$ cat config.mk
export PLATFORM = sky130hd
export DESIGN_NAME = tic_group_parser_checksum_flat
export DESIGN_NICKNAME = d
export VERILOG_FILES = /design/src/hdl/tgp_pkg.sv /design/src/hdl/tgp_if.sv /design/src/hdl/tgp_front.sv /design/src/hdl/tgp_queue.sv /design/src/hdl/tgp_back.sv /design/src/hdl/tic_group_parser_checksum.sv /design/src/flat_wrapper.sv
export SDC_FILE = /design/constraint.sdc
export NUM_CORES = 1
export LEC_CHECK = 0
export ABC_AREA = 1
export BUFFER_PORTS_ARGS = -buffer_cell sky130_fd_sc_hd__buf_2
export CAP_MARGIN = 20
export CORE_AREA = 10 10 194 196
export DETAILED_ROUTE_END_ITERATION = 10
export DIE_AREA = 0 0 204 206
export MAX_ROUTING_LAYER = met4
export PLACE_DENSITY = 0.59
export SLEW_MARGIN = 20
export SYNTH_ARGS = -nofsm -noshare
export SYNTH_HDL_FRONTEND = slang
export SYNTH_SLANG_ARGS = --single-unit
$ cat constraint.sdc
create_clock -name clk_i -period 11.2 [get_ports clk_i]
set_input_delay 0 -clock clk_i [delete_from_list [all_inputs] [get_ports clk_i]]
set_output_delay 0 -clock clk_i [all_outputs]
set_load 0.01 [all_outputs]
$ cat src/hdl/tgp_pkg.sv
// Package for the teleinformation group parser: widths, class codes, label table
// and the command word passed from the front end to the back end.
// No dependencies.
package tgp_pkg;

  localparam int LabelChars = 8;
  localparam int LabelIdxW  = $clog2(LabelChars);
  localparam int CharW      = 7;
  localparam int ClassW     = 4;
  localparam int ValueW     = 30;
  localparam int NumLabels  = 9;

  localparam logic [ValueW-1:0] ValueMax = ValueW'(999999999);
  localparam logic [ValueW-1:0] SatLimit = ValueW'(999999999 / 10);

  localparam logic [CharW-1:0] ChEtx   = 7'd3;
  localparam logic [CharW-1:0] ChTab   = 7'd9;
  localparam logic [CharW-1:0] ChLf    = 7'd10;
  localparam logic [CharW-1:0] ChVt    = 7'd11;
  localparam logic [CharW-1:0] ChFf    = 7'd12;
  localparam logic [CharW-1:0] ChCr    = 7'd13;
  localparam logic [CharW-1:0] ChSpace = 7'd32;
  localparam logic [CharW-1:0] ChZero  = 7'd48;
  localparam logic [CharW-1:0] ChNine  = 7'd57;

  localparam logic [ClassW-1:0] ClsOther  = 4'd0;
  localparam logic [ClassW-1:0] ClsEast   = 4'd1;
  localparam logic [ClassW-1:0] ClsEait   = 4'd2;
  localparam logic [ClassW-1:0] ClsSinsts = 4'd3;
  localparam logic [ClassW-1:0] ClsSinsti = 4'd4;
  localparam logic [ClassW-1:0] ClsDate   = 4'd5;
  localparam logic [ClassW-1:0] ClsUrms1  = 4'd6;
  localparam logic [ClassW-1:0] ClsIrms1  = 4'd7;
  localparam logic [ClassW-1:0] ClsLtarf  = 4'd8;
  localparam logic [ClassW-1:0] ClsStge   = 4'd9;

  // Labels padded with spaces to six characters; first character in the top byte.
  localparam logic [47:0] LabelText [NumLabels] = '{
    "EAST  ", "EAIT  ", "SINSTS", "SINSTI", "DATE  ",
    "URMS1 ", "IRMS1 ", "LTARF ", "STGE  "
  };
  localparam logic [2:0] LabelSize [NumLabels] = '{
    3'd4, 3'd4, 3'd6, 3'd6, 3'd4, 3'd5, 3'd5, 3'd5, 3'd4
  };
  localparam int ExactLabel = 2;

  typedef enum logic [1:0] {
    OpOpen  = 2'd0,
    OpChar  = 2'd1,
    OpClose = 2'd2
  } op_e;

  typedef struct packed {
    op_e              op;
    logic [CharW-1:0] ch;
  } cmd_t;

  typedef logic [LabelChars-1:0][CharW-1:0] label_t;

endpackage

$ cat src/hdl/tgp_if.sv
// Handshake channels of the teleinformation group parser: input bytes and results.
// Depends on tgp_pkg for the field widths.
interface tgp_byte_if;
  logic       valid;
  logic       ready;
  logic [7:0] rx_byte;

  modport source (output valid, output rx_byte, input ready);
  modport sink (input valid, input rx_byte, output ready);
endinterface

interface tgp_result_if;
  logic                       valid;
  logic                       ready;
  logic [tgp_pkg::ClassW-1:0] label_class;
  logic [tgp_pkg::ValueW-1:0] field_value;
  logic                       check_done;
  logic                       check_ok;
  logic [tgp_pkg::CharW-1:0]  status_char;

  modport source (output valid, output label_class, output field_value,
                  output check_done, output check_ok, output status_char, input ready);
  modport sink (input valid, input label_class, input field_value,
                input check_done, input check_ok, input status_char, output ready);
endinterface

$ cat src/hdl/tgp_front.sv
// Front end: accepts bytes, tracks whether a group is open and turns bytes into
// open, character and close commands. Depends on tgp_pkg and tgp_if.
module tgp_front (
  input  logic          clk_i,
  input  logic          rst_ni,
  tgp_byte_if.sink      in_i,
  output tgp_pkg::cmd_t cmd_o,
  output logic          cmd_valid_o,
  input  logic          cmd_ready_i
);
  import tgp_pkg::*;

  logic             in_group_q, in_group_d;
  logic [CharW-1:0] ch;
  logic             accept;

  assign ch        = in_i.rx_byte[CharW-1:0];
  assign in_i.ready = cmd_ready_i;
  assign accept    = in_i.valid && cmd_ready_i;

  always_comb begin
    in_group_d  = in_group_q;
    cmd_valid_o = 1'b0;
    cmd_o.op    = OpChar;
    cmd_o.ch    = ch;
    if (ch == ChLf) begin
      cmd_o.op    = OpOpen;
      cmd_valid_o = in_i.valid;
      in_group_d  = 1'b1;
    end else if (ch == ChEtx) begin
      in_group_d = 1'b0;
    end else if (in_group_q) begin
      cmd_valid_o = in_i.valid;
      if (ch == ChCr) begin
        cmd_o.op   = OpClose;
        in_group_d = 1'b0;
      end
    end
  end

  always_ff @(posedge clk_i or negedge rst_ni) begin
    if (!rst_ni) begin
      in_group_q <= 1'b0;
    end else if (accept) begin
      in_group_q <= in_group_d;
    end
  end

endmodule

$ cat src/hdl/tgp_queue.sv
// Two-entry command queue between the front end and the back end.
// Depends on tgp_pkg.
module tgp_queue (
  input  logic          clk_i,
  input  logic          rst_ni,
  input  tgp_pkg::cmd_t push_cmd_i,
  input  logic          push_valid_i,
  output logic          push_ready_o,
  output tgp_pkg::cmd_t pop_cmd_o,
  output logic          pop_valid_o,
  input  logic          pop_ready_i
);
  import tgp_pkg::*;

  cmd_t       mem_q [2];
  logic       wr_ptr_q, rd_ptr_q;
  logic [1:0] count_q;
  logic       push, pop;

  assign push_ready_o = (count_q != 2'd2);
  assign pop_valid_o  = (count_q != 2'd0);
  assign pop_cmd_o    = mem_q[rd_ptr_q];
  assign push         = push_valid_i && push_ready_o;
  assign pop          = pop_valid_o && pop_ready_i;

  always_ff @(posedge clk_i) begin
    if (push) begin
      mem_q[wr_ptr_q] <= push_cmd_i;
    end
  end

  always_ff @(posedge clk_i or negedge rst_ni) begin
    if (!rst_ni) begin
      wr_ptr_q <= 1'b0;
      rd_ptr_q <= 1'b0;
      count_q  <= 2'd0;
    end else begin
      if (push) wr_ptr_q <= ~wr_ptr_q;
      if (pop) rd_ptr_q <= ~rd_ptr_q;
      if (push && !pop) begin
        count_q <= count_q + 2'd1;
      end else if (pop && !push) begin
        count_q <= count_q - 2'd1;
      end
    end
  end

endmodule

$ cat src/hdl/tgp_back.sv
// Back end: runs the group state on each command and registers one result per
// close command. Depends on tgp_pkg and tgp_if.
module tgp_back (
  input  logic          clk_i,
  input  logic          rst_ni,
  input  logic          tariff_from_server_i,
  input  tgp_pkg::cmd_t cmd_i,
  input  logic          cmd_valid_i,
  output logic          cmd_ready_o,
  tgp_result_if.source  out_o
);
  import tgp_pkg::*;

  logic [1:0]        tab_q, tab_d;
  label_t            label_q, label_d;
  logic [3:0]        len_q, len_d;
  logic [ValueW-1:0] acc_q, acc_d;
  logic [1:0]        phase_q, phase_d;
  logic [5:0]        sum_q, sum_d;
  logic [CharW-1:0]  rc_q, rc_d;
  logic              have_q, have_d;
  logic [1:0]        cnt_q, cnt_d;
  logic [CharW-1:0]  second_q, second_d;

  logic              out_valid_q;
  logic [ClassW-1:0] cls_q, cls_d;
  logic [ValueW-1:0] val_q;
  logic              done_q, done_d;
  logic              ok_q, ok_d;
  logic [CharW-1:0]  stat_q, stat_d;

  logic [CharW-1:0]  c;
  logic              blank, digit, pop, is_close;
  logic [ValueW+3:0] acc_x10;
  logic [6:0]        computed;

  function automatic logic [ClassW-1:0] classify(input label_t lab, input logic [3:0] len);
    logic [ClassW-1:0] cls;
    logic              hit;
    logic              fits;
    cls = ClsOther;
    for (int i = NumLabels - 1; i >= 0; i--) begin
      hit = 1'b1;
      for (int j = 0; j < 6; j++) begin
        if (j < int'(LabelSize[i]) && lab[j] != LabelText[i][46-8*j -: CharW]) begin
          hit = 1'b0;
        end
      end
      fits = (i == ExactLabel) ? (len == {1'b0, LabelSize[i]}) : (len >= {1'b0, LabelSize[i]});
      if (hit && fits) cls = ClassW'(i + 1);
    end
    return cls;
  endfunction

  assign c        = cmd_i.ch;
  assign is_close = (cmd_i.op == OpClose);
  assign cmd_ready_o = !is_close || !out_valid_q || out_o.ready;
  assign pop      = cmd_valid_i && cmd_ready_o;
  assign blank    = (c == ChSpace) || (c == ChVt) || (c == ChFf) || (c == ChCr);
  assign digit    = (c >= ChZero) && (c <= ChNine);
  assign acc_x10  = ({4'd0, acc_q} << 3) + ({4'd0, acc_q} << 1)
                  + (ValueW+4)'(c - ChZero);

  always_comb begin
    tab_d    = tab_q;
    label_d  = label_q;
    len_d    = len_q;
    acc_d    = acc_q;
    phase_d  = phase_q;
    sum_d    = sum_q;
    rc_d     = rc_q;
    have_d   = have_q;
    cnt_d    = cnt_q;
    second_d = second_q;
    if (cmd_i.op == OpOpen) begin
      tab_d    = 2'd0;
      label_d  = '0;
      len_d    = 4'd0;
      acc_d    = '0;
      phase_d  = 2'd0;
      sum_d    = 6'd0;
      rc_d     = '0;
      have_d   = 1'b0;
      cnt_d    = 2'd0;
      second_d = '0;
    end else begin
      if (tab_q == 2'd2 && !have_q) begin
        rc_d   = c;
        have_d = 1'b1;
      end
      if (c == ChTab) begin
        if (tab_q != 2'd3) tab_d = tab_q + 2'd1;
      end else if (tab_q == 2'd0) begin
        if (32'(len_q) < LabelChars) label_d[len_q[LabelIdxW-1:0]] = c;
        if (len_q != 4'd15) len_d = len_q + 4'd1;
        sum_d = sum_q + c[5:0];
      end else if (tab_q == 2'd1) begin
        sum_d = sum_q + c[5:0];
        if (!(phase_q == 2'd0 && blank)) begin
          if (phase_q == 2'd0) begin
            phase_d = digit ? 2'd1 : 2'd2;
          end else if (phase_q == 2'd1 && !digit) begin
            phase_d = 2'd2;
          end
          if (phase_d == 2'd1) begin
            acc_d = (acc_q > SatLimit) ? ValueMax : acc_x10[ValueW-1:0];
          end
          if (cnt_q == 2'd0) begin
            cnt_d = 2'd1;
          end else if (cnt_q == 2'd1) begin
            second_d = c;
            cnt_d    = blank ? 2'd2 : 2'd3;
          end else if (cnt_q == 2'd2 && !blank) begin
            cnt_d = 2'd3;
          end
        end
      end
    end
  end

  always_comb begin
    cls_d = classify(label_d, len_d);
    if ((cls_d == ClsLtarf || cls_d == ClsStge) && tariff_from_server_i) cls_d = ClsOther;
    computed = {1'b0, sum_d + 6'd18} + 7'd32;
    done_d   = (cls_d >= ClsEast) && (cls_d <= ClsSinsti);
    ok_d     = have_d && (computed == rc_d);
    stat_d   = (cls_d == ClsStge && cnt_d == 2'd3) ? second_d : '0;
  end

  always_ff @(posedge clk_i or negedge rst_ni) begin
    if (!rst_ni) begin
      tab_q    <= 2'd0;
      label_q  <= '0;
      len_q    <= 4'd0;
      acc_q    <= '0;
      phase_q  <= 2'd0;
      sum_q    <= 6'd0;
      rc_q     <= '0;
      have_q   <= 1'b0;
      cnt_q    <= 2'd0;
      second_q <= '0;
    end else if (pop) begin
      tab_q    <= tab_d;
      label_q  <= label_d;
      len_q    <= len_d;
      acc_q    <= acc_d;
      phase_q  <= phase_d;
      sum_q    <= sum_d;
      rc_q     <= rc_d;
      have_q   <= have_d;
      cnt_q    <= cnt_d;
      second_q <= second_d;
    end
  end

  always_ff @(posedge clk_i or negedge rst_ni) begin
    if (!rst_ni) begin
      out_valid_q <= 1'b0;
    end else if (pop && is_close) begin
      out_valid_q <= 1'b1;
    end else if (out_o.ready) begin
      out_valid_q <= 1'b0;
    end
  end

  always_ff @(posedge clk_i) begin
    if (pop && is_close) begin
      cls_q  <= cls_d;
      val_q  <= acc_d;
      done_q <= done_d;
      ok_q   <= ok_d;
      stat_q <= stat_d;
    end
  end

  assign out_o.valid       = out_valid_q;
  assign out_o.label_class = cls_q;
  assign out_o.field_value = val_q;
  assign out_o.check_done  = done_q;
  assign out_o.check_ok    = ok_q;
  assign out_o.status_char = stat_q;

endmodule

$ cat src/hdl/tic_group_parser_checksum.sv
// Top level of the teleinformation group parser with checksum check.
// Depends on tgp_pkg, tgp_if, tgp_front, tgp_queue and tgp_back.
//
// Usage:
//   in_i carries one received character per word; bit 7 is ignored. A LF opens
//   a group, an ETX aborts it, and the CR that closes an open group yields one
//   result word on out_o: label class, decimal value, checksum verdict and the
//   status character of STGE groups. All other bytes yield no result.
//   cfg_we_i writes cfg_data_i into the tariff_from_server register; write it
//   only while the block is idle.
// Timing:
//   One byte is accepted per cycle while the queue has room. The front end
//   classifies the byte and puts a command into a two-entry queue; the back end
//   updates the group state one command per cycle unless a close command meets
//   an untaken result word. Each result word is registered and waits until taken.
//   When out_o stalls, characters keep flowing until a second CR reaches the
//   back end; then the queue fills and in_i.ready drops.
// Reset:
//   rst_ni clears the group state, the queue, the output register and the
//   tariff_from_server register.
module tic_group_parser_checksum (
  input  logic         clk_i,
  input  logic         rst_ni,
  input  logic         cfg_we_i,
  input  logic         cfg_data_i,
  tgp_byte_if.sink     in_i,
  tgp_result_if.source out_o
);
  import tgp_pkg::*;

  logic tariff_q;
  cmd_t front_cmd, back_cmd;
  logic front_valid, front_ready, back_valid, back_ready;

  always_ff @(posedge clk_i or negedge rst_ni) begin
    if (!rst_ni) begin
      tariff_q <= 1'b0;
    end else if (cfg_we_i) begin
      tariff_q <= cfg_data_i;
    end
  end

  tgp_front u_front (
    .clk_i       (clk_i),
    .rst_ni      (rst_ni),
    .in_i        (in_i),
    .cmd_o       (front_cmd),
    .cmd_valid_o (front_valid),
    .cmd_ready_i (front_ready)
  );

  tgp_queue u_queue (
    .clk_i        (clk_i),
    .rst_ni       (rst_ni),
    .push_cmd_i   (front_cmd),
    .push_valid_i (front_valid),
    .push_ready_o (front_ready),
    .pop_cmd_o    (back_cmd),
    .pop_valid_o  (back_valid),
    .pop_ready_i  (back_ready)
  );

  tgp_back u_back (
    .clk_i                (clk_i),
    .rst_ni               (rst_ni),
    .tariff_from_server_i (tariff_q),
    .cmd_i                (back_cmd),
    .cmd_valid_i          (back_valid),
    .cmd_ready_o          (back_ready),
    .out_o                (out_o)
  );

endmodule

$ cat src/flat_wrapper.sv
// flat-port wrapper written by rule: the top's interface ports become plain ports
module tic_group_parser_checksum_flat import tgp_pkg::*;
  (clk_i, rst_ni, cfg_we_i, cfg_data_i, in_i_valid, in_i_rx_byte, in_i_ready, out_o_valid, out_o_label_class, out_o_field_value, out_o_check_done, out_o_check_ok, out_o_status_char, out_o_ready);
  tgp_byte_if in_i_i ();
  tgp_result_if out_o_i ();
  input  logic clk_i;
  input  logic rst_ni;
  input  logic cfg_we_i;
  input  logic cfg_data_i;
  input wire logic [$bits(in_i_i.valid)-1:0] in_i_valid;
  input wire logic [$bits(in_i_i.rx_byte)-1:0] in_i_rx_byte;
  output wire logic [$bits(in_i_i.ready)-1:0] in_i_ready;
  output wire logic [$bits(out_o_i.valid)-1:0] out_o_valid;
  output wire logic [$bits(out_o_i.label_class)-1:0] out_o_label_class;
  output wire logic [$bits(out_o_i.field_value)-1:0] out_o_field_value;
  output wire logic [$bits(out_o_i.check_done)-1:0] out_o_check_done;
  output wire logic [$bits(out_o_i.check_ok)-1:0] out_o_check_ok;
  output wire logic [$bits(out_o_i.status_char)-1:0] out_o_status_char;
  input wire logic [$bits(out_o_i.ready)-1:0] out_o_ready;
  assign in_i_i.valid = in_i_valid;
  assign in_i_i.rx_byte = in_i_rx_byte;
  assign in_i_ready = in_i_i.ready;
  assign out_o_valid = out_o_i.valid;
  assign out_o_label_class = out_o_i.label_class;
  assign out_o_field_value = out_o_i.field_value;
  assign out_o_check_done = out_o_i.check_done;
  assign out_o_check_ok = out_o_i.check_ok;
  assign out_o_status_char = out_o_i.status_char;
  assign out_o_i.ready = out_o_ready;
  tic_group_parser_checksum u_core (.clk_i(clk_i), .rst_ni(rst_ni), .cfg_we_i(cfg_we_i), .cfg_data_i(cfg_data_i), .in_i(in_i_i), .out_o(out_o_i));
endmodule
==> impl_metrics.yaml <==
setup_path:
  crit_start: "u_core.u_queue.rd_ptr_q$_DFFE_PN0P_"
  worstPathArrival_ns: 5.83
  cp_data_required_time_ns: 11.49
  r2r-start: "u_core.u_queue.rd_ptr_q$_DFFE_PN0P_"
  cp-end-kind: "flip-flop"
  crit_type: "flip-flop to flip-flop"
  critPathLaunchType: "flip-flop"
  cp_max_fo: 52
placed_design:
  dp.final_hpwl_um: 21300
  dpl_cell_area_mm2: 0.0124
  port_buffers: 57
  place.gp.congestion: 0.928
  pre_cts_slack_ns: 5.71
final_layout:
  area.growth.synth_to_final_pct: 11.9
  num_antenna_cells: 0
  final_area_mm2: 0.0130
  fin_nets: 1630
  drive_above_1_share: 0.118
global_routing:
  use_met2: 0.244
  first_global_vias: 9676
  use_met3: 0.0212
  antenna_found_initial: 0
  grtUsageTotal: 0.153
  grt_pass1_wl_um: 50700
  overflow: 0
  grt_max_degree: 77
  gr-usage-met1: 0.197
  grt_busiest_layer: "met2"
pwr:
  powerDensity_mw_per_mm2: 303
  ir_drop_v: 0.000117
  p_leak_nw: 6.00
yosys:
  muxShareOfSynthArea: 0
  yosys.area_share.xor_xnor: 0.0256
  synth_edf_count: 61
  syn_inst: 1494
  synth_top_family_by_area: "simple AND/OR/NAND/NOR gates"
  synth_adder_area_share: 0.0975
  syn-cell-area_mm2: 0.0117
  syn-mean-instance-area_um2: 7.80
  synth-simple-area-share: 0.278
  synth.distinct_cells: 54
  ys_warn_count: 0
  ys_seq_elements: 171
  synth_compound_area_frac: 0.127
  yosysSeqAreaShare: 0.393
  synth_ff_type: "dfrtp_1"
  syn_nets: 1582
  ys_async_sr_fraction: 0.643
detailed_routing:
  routed_wirelength_um: 30800
  vias: 10017
  first_pass_iters: 5
  drc: 0
  drt-vias-per-instance: 4.98
  wl_per_cell_um: 15.3
  ant_nets: 0
  drt_iter0_drc: 790
sta:
  whs_ns: 0.126
  clock.fmax_ghz: 0.181
  slew_headroom: 0.317
  hold_viol_final: 0
  fin_crit_ns: 5.53
  setup_viol: 0
  tns_ns: 0
  skew_ns: 0.00932
  worst_pin_slew_ns: 1.02
  worst_slack_ns: 5.67
  period_share: 0.494
  rsz0062_at_grt: "no"
  slew_violations: 0
floorplanning:
  dieArea_mm2: 0.0420
  rows: 68
  core_area_mm2: 0.0339
  die_w_um: 204
  die_h_um: 206
  ios: 59
  start_util: 0.343
flow_run:
  max_cap_violations: 0
clock_tree:
  h-tree-depth: 4
  clock_sinks: 171
  clk_pin_slew_ns: 0.07
  cts-root-buf: "clkbuf_16"
  cts-buffers-inserted: 17
  cts_tree: "yes"
  insertion_delay_ns: 0.44
  clk_path_buf_depth: 2
outcome:
  status: "finished, final reports clean"
min_path:
  hold_class: "input pin to asynchronous set/reset pin"
==> metal layers <==
layer | share of wire | up-vias
met5 | 0 | -
met4 | 0.022 | 0
met3 | 0.044 | 51
met2 | 0.46 | 210
met1 | 0.47 | 4710
li1 | - | 5046
==> registers in the layout, summed over array words and instances (netlist names), 4 cells and up <==
register / cells
u_core.u_back.second_q: 7
u_core.u_back.rc_q: 7
u_core.u_back.len_q: 4
u_core.u_back.out_o.field_value: 30
u_core.u_back.sum_q: 6
u_core.u_back.out_o.status_char: 7
u_core.u_back.out_o.label_class: 4
u_core.u_queue.mem_q: 18
u_core.u_back.acc_q: 30
u_core.u_back.label_q: 42
==> critical path, cell delays in order, from the launching register on <==
cell and delay [ns]:
dfrtp_1 0.52, inv_4 0.18, nand2_1 0.07, nand2_1 0.24, clkinv_1 0.51, ha_1 0.38
inv_1 0.09, nor2_4 0.07, nand3_4 0.47, nand2_1 0.12, inv_1 0.10, nand2_1 0.05
a21oi_1 0.14, inv_2 0.06, nand2_1 0.13, nand2_1 0.45, inv_2 0.54, nand2_2 0.35
inv_2 0.39, o21ai_0 0.14, a21oi_1 0.16, nor2_1 0.07, nand2_1 0.05, o21ai_0 0.08
==> cell type report <==
class	count	area [um2]
fillers	3527	20900
clock buffers	18	429
well taps	455	569
clock inverters	14	131
multi-input cells	1092	6170
flip-flops and latches	171	4580
inverters	182	686
repair buffers	78	478
==> synth_stat cells (18+ instances only) <==
| cell type | number | share of area |
|---|---|---|
| a21oi_1 | 78 | 0.033 |
| clkbuf_1 | 29 | 0.0093 |
| dfrtp_1 | 110 | 0.24 |
| edfxtp_1 | 61 | 0.16 |
| fa_1 | 28 | 0.048 |
| ha_1 | 46 | 0.049 |
| inv_1 | 158 | 0.051 |
| inv_2 | 20 | 0.0064 |
| nand2_1 | 366 | 0.12 |
| nand3_1 | 124 | 0.053 |
| nand4_1 | 23 | 0.012 |
| nor2_1 | 117 | 0.038 |
| o21ai_0 | 138 | 0.059 |
| xnor2_1 | 18 | 0.014 |
==> what timing repair did <==
action / in CTS / in global routing
endpoints found under the hold margin: 59 / 0
hold buffers: 13 / 0
buffers inserted: 0 / 0
resized for setup: 0 / 0
==> placed cells by master, fill, tap and decap left out, types with 10 or more instances in the layout <==
cell type and count:
o211ai_1 11, clkbuf_16 17, nand3_2 11, nor3_1 17, xor2_1 16, buf_2 56
fa_1 28, nor2_2 14, o21ai_0 138, xnor2_1 18, nand2_2 10, nand4_1 23
ha_1 46, a21oi_1 77, inv_2 22, edfxtp_1 61, nand2_1 366, nor2_1 116
inv_1 156, dfrtp_1 110, nand3_1 124, dlygate4sd3_1 13
==> cell families (layout without fill, tap and decap cells) <==
kind of cell / Yosys count / count (layout)
adder cells (fa/ha/maj): 74 / 74
AND/OR/NAND/NOR: 716 / 716
XOR/XNOR: 34 / 34
buffers and inverters: 231 / 292
flip-flops: 171 / 171
AO/OA/AOI/OAI: 268 / 268
==> metrics by stage <==
step	total power [W]	cells	util
finish	0.00395	2010	0.384
detailed placement	0.00337	1965	0.364
global placement	0.00333	1965	0.364
CTS	0.00397	2010	0.384
global route	0.00434	2010	0.384
floorplan	0.00276	1494	-
==> final timing paths <==
| path | end | depth (start not counted) | slack, ns |
|---|---|---|---|
| max in group asynchronous | u_core.u_back.acc_q[5]$_DFFE_PN0P_ | 3 | 9.67 |
| max | u_core.u_back.acc_q[17]$_DFFE_PN0P_ | 23 | 5.67 |
| min | u_core.tariff_q$_DFFE_PN0P_ | 2 | 0.13 |
| max reg2reg | u_core.u_back.acc_q[17]$_DFFE_PN0P_ | 23 | 5.67 |
| min reg2reg | u_core.u_back.rc_q[5]$_DFFE_PN0P_ | 2 | 0.48 |
| min in group clk_i | u_core.u_back.out_o.valid$_DFFE_PN0P_ | 3 | 0.29 |
==> power by group <==
group	internal (W)	leakage [nW]	switching [W]
registers	0.000882	2.04	0.000151
logic	0.000756	3.69	0.00158
clock network	0.000294	0.264	0.000287
No activity file was read; power rests on OpenSTA's default activity.
